### config.mk
export PLATFORM = sky130hd
export DESIGN_NAME = mf3_median
export DESIGN_NICKNAME = d
export VERILOG_FILES = /design/src/rtl/core/mf3_pkg.sv /design/src/rtl/core/mf3_median.sv
export SDC_FILE = /design/constraint.sdc
export NUM_CORES = 1
export LEC_CHECK = 0
export CAP_MARGIN = 20
export CORE_ASPECT_RATIO = 1.2
export CORE_UTILIZATION = 60
export CTS_BUF_LIST = sky130_fd_sc_hd__clkbuf_16
export DETAILED_ROUTE_END_ITERATION = 8
export DONT_BUFFER_PORTS = 1
export GPL_TIMING_DRIVEN = 0
export PLACE_DENSITY = 0.83
export SETUP_SLACK_MARGIN = 0.15
export SYNTH_ARGS = -nofsm -noshare
export SYNTH_HDL_FRONTEND = slang
export SYNTH_SLANG_ARGS = --single-unit
### constraint.sdc
create_clock -name clk -period 7.35 [get_ports clk]
set_input_delay 0.735 -clock clk [delete_from_list [all_inputs] [get_ports clk]]
set_output_delay 0.735 -clock clk [all_outputs]
set_load 0.05 [all_outputs]
### src/rtl/core/mf3_pkg.sv
// ----------------------------------------------------------------------------
// mf3_pkg: shared types and constants of the 3x3 median filter
// Pixel, position and line memory entry types, plus configuration codes.
// ----------------------------------------------------------------------------
`default_nettype none

package mf3_pkg;

	localparam int MAX_WIDTH = 1024;
	localparam int COL_W     = $clog2(MAX_WIDTH);
	localparam int ROW_W     = 12;
	localparam int PIX_W     = 8;
	localparam int FW_W      = 11;
	localparam int FH_W      = 12;
	localparam int CFG_W     = 12;
	localparam int CFG_IDX_W = 1;
	localparam int WIN_N     = 9;

	typedef logic [PIX_W-1:0] pix_t;
	typedef logic [COL_W-1:0] col_t;
	typedef logic [ROW_W-1:0] row_t;
	typedef pix_t [WIN_N-1:0] win_t;

	// configuration register indexes
	typedef enum logic [CFG_IDX_W-1:0] {
		REG_FRAME_WIDTH  = 1'b0,
		REG_FRAME_HEIGHT = 1'b1
	} cfg_reg_t;

	// one line memory entry: the row above and the row above that
	typedef struct packed {
		pix_t prev_row;
		pix_t older_row;
	} line_entry_t;

	// frame geometry as last column / last row
	typedef struct packed {
		col_t last_col;
		row_t last_row;
	} geom_t;

	// position tag that travels with a result
	typedef struct packed {
		row_t center_row;
		col_t center_col;
		logic last_of_frame;
	} meta_t;

endpackage

`default_nettype wire

### src/rtl/core/mf3_median.sv
// ----------------------------------------------------------------------------
// mf3_median: pipelined median of nine
// Sort each row of three, take max of minima, median of medians and min of
// maxima, then the median of those three; output register at the end.
// ----------------------------------------------------------------------------
`default_nettype none

module mf3_median
	import mf3_pkg::*;
(
	input  wire logic  clk,
	input  wire logic  arst_n,
	input  wire logic  in_valid,
	output logic       in_ready,
	input  wire win_t  win,
	input  wire meta_t meta,
	output logic       out_valid,
	input  wire logic  out_ready,
	output pix_t       median,
	output meta_t      out_meta
);

	function automatic pix_t min2(input pix_t a, input pix_t b);
		return (a < b) ? a : b;
	endfunction

	function automatic pix_t max2(input pix_t a, input pix_t b);
		return (a < b) ? b : a;
	endfunction

	function automatic pix_t med3(input pix_t a, input pix_t b, input pix_t c);
		return max2(min2(a, b), min2(max2(a, b), c));
	endfunction

	win_t  sort_s3;
	meta_t meta_s3;
	logic  v_s3;
	pix_t  lo_s4;
	pix_t  md_s4;
	pix_t  hi_s4;
	meta_t meta_s4;
	logic  v_s4;
	pix_t  med_q;
	meta_t meta_q;
	logic  v_q;
	logic  take_s3;
	logic  take_s4;
	logic  take_q;

	assign take_q   = !v_q || out_ready;
	assign take_s4  = !v_s4 || take_q;
	assign take_s3  = !v_s3 || take_s4;
	assign in_ready = take_s3;

	always_ff @(posedge clk or negedge arst_n) begin
		if (!arst_n) begin
			v_s3 <= 1'b0;
			v_s4 <= 1'b0;
			v_q  <= 1'b0;
		end else begin
			if (take_s3) begin
				v_s3 <= in_valid;
			end
			if (take_s4) begin
				v_s4 <= v_s3;
			end
			if (take_q) begin
				v_q <= v_s4;
			end
		end
	end

	// row sort: slot 0 min, 1 median, 2 max of each row
	always_ff @(posedge clk) begin
		if (take_s3 && in_valid) begin
			for (int r = 0; r < 3; r++) begin
				sort_s3[3*r]   <= min2(min2(win[3*r], win[3*r+1]), win[3*r+2]);
				sort_s3[3*r+1] <= med3(win[3*r], win[3*r+1], win[3*r+2]);
				sort_s3[3*r+2] <= max2(max2(win[3*r], win[3*r+1]), win[3*r+2]);
			end
			meta_s3 <= meta;
		end
	end

	always_ff @(posedge clk) begin
		if (take_s4 && v_s3) begin
			lo_s4   <= max2(max2(sort_s3[0], sort_s3[3]), sort_s3[6]);
			md_s4   <= med3(sort_s3[1], sort_s3[4], sort_s3[7]);
			hi_s4   <= min2(min2(sort_s3[2], sort_s3[5]), sort_s3[8]);
			meta_s4 <= meta_s3;
		end
	end

	always_ff @(posedge clk) begin
		if (take_q && v_s4) begin
			med_q  <= med3(lo_s4, md_s4, hi_s4);
			meta_q <= meta_s4;
		end
	end

	assign out_valid = v_q;
	assign median    = med_q;
	assign out_meta  = meta_q;

endmodule

`default_nettype wire

==> impl_metrics.json <==
{
  "status": "completed",
  "final_nets": 1412,
  "min_delay_path_depth": 0,
  "arrival_ps": 7110,
  "min-delay-start": "meta[16]",
  "worstMarginPinSlew_ps": 898.1,
  "synthTopCellsByCount": "edfxtp_1 (173), ha_1 (154), inv_1 (134)",
  "wl_um": 29890,
  "die_width_um": 132.1,
  "die_height_um": 158.2,
  "synth_top_cell_by_area": "edfxtp_1",
  "wl_per_cell_um": 20.85,
  "synth-edff-count": 173,
  "die-area_mm2": 0.02090,
  "grt_max_degree": 72,
  "yosysMostFrequentCell": "edfxtp_1",
  "synth_top_area_share_pct": 42.60,
  "antenna_found_initial": 1,
  "syn_area_mm2": 0.01220,
  "start_util_pct": 61.72,
  "rr_startpoint": "md_s4[2]",
  "finalHoldViolCount": 0,
  "leakagePower_nw": 5.767,
  "num_io_pins": 132,
  "clock.fmax_mhz": 144.4,
  "core-area_mm2": 0.01976,
  "crit_fanout": 10,
  "hold_end": "meta_s3[16]",
  "setup_viol": 0,
  "rsz0062_at_grt": "no",
  "period_minus_slack_ps": 6925,
  "rr_worst_depth": 26,
  "clk_pin_slew_worst_paths_ps": 90,
  "via_count": 9185,
  "start_kind": "flop",
  "routed_via_density": 6.410,
  "fp-row-count": 56,
  "dp_hpwl_um": 22290,
  "dr.first_iter.drc_count": 637,
  "synth-seq-cells": 176,
  "tritoncts": "built",
  "netlist_instances": 1136,
  "yosys_warnings": 0,
  "period_share_pct": 94.22,
  "ir_drop_uv": 414.1,
  "synth_flop_cell": "edfxtp_1",
  "final-max-slew-violation-count": 0,
  "drv_cap": 0,
  "placed_area_mm2": 0.01260,
  "hp-class": "primary input to flop",
  "avgSynthCellArea_um2": 10.74,
  "synthArstFlopShare_pct": 1.705,
  "stdcell_area_mm2": 0.01327,
  "dr.pass1.iters": 5,
  "critical_path_class": "flop to flop",
  "grt_pass1_wl_um": 46880,
  "numCtsBuffers": 17,
  "syn_to_final_growth_pct": 8.803,
  "port_buffers": 0,
  "syn_nets": 1389,
  "clk_latency_ps": 450,
  "cp-end-kind": "flop",
  "worstPathRequired_ps": 7530,
  "synth.yosys.seq_area_share_pct": 43.21,
  "drc_errors": 0,
  "fill_cells": 1395,
  "cts_root_buf": "clkbuf_16",
  "setup_tns_ps": 0,
  "clock-sinks": 176,
  "reg2reg_slack_ps": 420,
  "grt_pass1_vias": 9197,
  "rr_endpoint": "median[4]",
  "slew_headroom_pct": 39.86,
  "clock_path_buffers": 2,
  "overflow": 0,
  "place_ws_ps": 738.0,
  "diodes": 0,
  "gp_congestion": 0.9706,
  "yosysUniqueCellTypes": 68,
  "drive_above_1_share_pct": 12.03,
  "clock_skew_ps": 16.08,
  "power_density_mw_per_mm2": 394.6,
  "final_antenna_net_count": 0,
  "synth.area.top_cells": "edfxtp_1 (43%), ha_1 (16%), mux2_2 (6.9%)",
  "htreeDepth": 4,
  "grtUsageTotal_pct": 29.27,
  "setup_slack_ps": 424.6
}
## worst max path at each step
stage / startpoint / to / slack, ps / depth (start not counted)
after floorplan: win[37] / sort_s3[32] / 1560 / 21
after global placement: win[37] / sort_s3[32] / 910 / 21
after detailed placement: win[37] / sort_s3[32] / 740 / 21
after CTS: md_s4[2] / median[4] / 690 / 26
after global routing: md_s4[2] / median[4] / 160 / 26
final: md_s4[2] / median[4] / 420 / 26
## area by class of cell
| cell class | instances | area [µm²] | area share [%] |
|---|---|---|---|
| clock inverters | 15 | 229.0 | 1.726 |
| flip-flops and latches | 176 | 5270 | 39.72 |
| multi-input cells | 799 | 6316 | 47.60 |
| repair buffers | 4 | 85.08 | 0.6412 |
| inverters | 134 | 503.0 | 3.791 |
| plain buffers | 27 | 113.9 | 0.8581 |
| well taps | 261 | 326.6 | 2.461 |
| clock buffers | 17 | 425.4 | 3.206 |
## power by group
part           internal [mW]  leakage (nW)  switching, mW
Clock                  0.534         0.318          0.457
Combinational           1.04          3.75           1.53
Sequential              1.42          1.70          0.254
## critical path, cell delays in order (launching register included)
cell	delay, ps
edfxtp_1	400
inv_1	80
ha_1	290
or2_2	110
a21oi_1	70
a211oi_1	470
o21ai_0	160
nand2b_1	100
clkbuf_1	410
mux2_2	430
ha_1	320
a211oi_1	360
o21bai_1	170
a2111oi_0	510
a31o_2	250
clkbuf_1	460
mux2i_1	320
ha_1	290
a21oi_1	180
nor2_1	60
a211oi_1	200
o21ai_0	180
inv_1	150
nand2_1	200
clkbuf_1	270
nand2_1	120
o21ai_0	90
## what timing repair did
| item | 4_1_cts | 5_1_grt |
|---|---|---|
| endpoints found under the hold margin | 3 | 0 |
| setup endpoints to repair | 0 | 1 |
| gates resized for setup | 0 | 1 |
| buffers inserted | 0 | 0 |
| hold buffers | 1 | 0 |
## sequential cells by signal (all words and copies together) (netlist names)
name / flops
hi_s4: 8
lo_s4: 8
md_s4: 8
median: 8
meta_s3: 23
meta_s4: 23
out_meta: 23
out_valid: 1
sort_s3: 72
v_s3: 1
v_s4: 1
## logic make-up (layout without fill, tap and decap cells)
group                      after synthesis  in the layout  share of synthesized area, %
AOI/OAI and AO/OA                      283            283                         15.06
DFF                                    176            176                         43.21
muxes                                  141            141                         12.35
buffers and inverters                  161            197                         5.058
and+or+nand+nor                        221            221                         8.515
adders and majority gates              154            154                         15.80
## metal layers
layer	vias up	track usage, %	part of all wire, %	wire length, µm
met2	431	52.73	51	15330
met4	2	17.44	5.4	1611
met3	123	5.700	6.1	1835
met5	-	0	0.027	8
met1	4362	32.19	37	11100
li1	4267	-	-	-
## per-stage QoR
step / hold WS, ps / utilization, % / power (mW) / cells
after floorplan: 400.3 / - / 3.490 / 1136
after global placement: 400.3 / 63.37 / 3.925 / 1397
after detailed placement: 404.5 / 63.77 / 4.108 / 1400
after CTS: 360.1 / 67.14 / 5.174 / 1433
after global routing: 351.3 / 67.15 / 5.545 / 1433
final: 368.6 / 67.15 / 5.236 / 1433
## placed cells by master (no fill, tap or decap), types with 4 or more instances in the layout
cell / synthesis / routed
a2111oi_0: 4 / 4
a211o_1: 6 / 6
a211oi_1: 16 / 16
a21o_1: 25 / 25
a21oi_1: 81 / 80
a31o_2: 4 / 4
a31oi_1: 4 / 4
buf_2: 7 / 7
clkbuf_1: 16 / 16
clkbuf_16: 0 / 17
clkinv_8: 0 / 4
edfxtp_1: 173 / 173
ha_1: 154 / 154
inv_1: 134 / 134
inv_8: 0 / 4
mux2_2: 75 / 75
mux2i_1: 65 / 65
nand2_1: 84 / 84
nand2b_1: 14 / 14
nand3_1: 16 / 16
nand4_1: 14 / 14
nor2_1: 54 / 54
nor2b_1: 7 / 7
nor3_1: 8 / 8
o211ai_1: 13 / 13
o21a_1: 9 / 9
o21ai_0: 84 / 84
No activity file was read; power rests on OpenSTA's default activity.
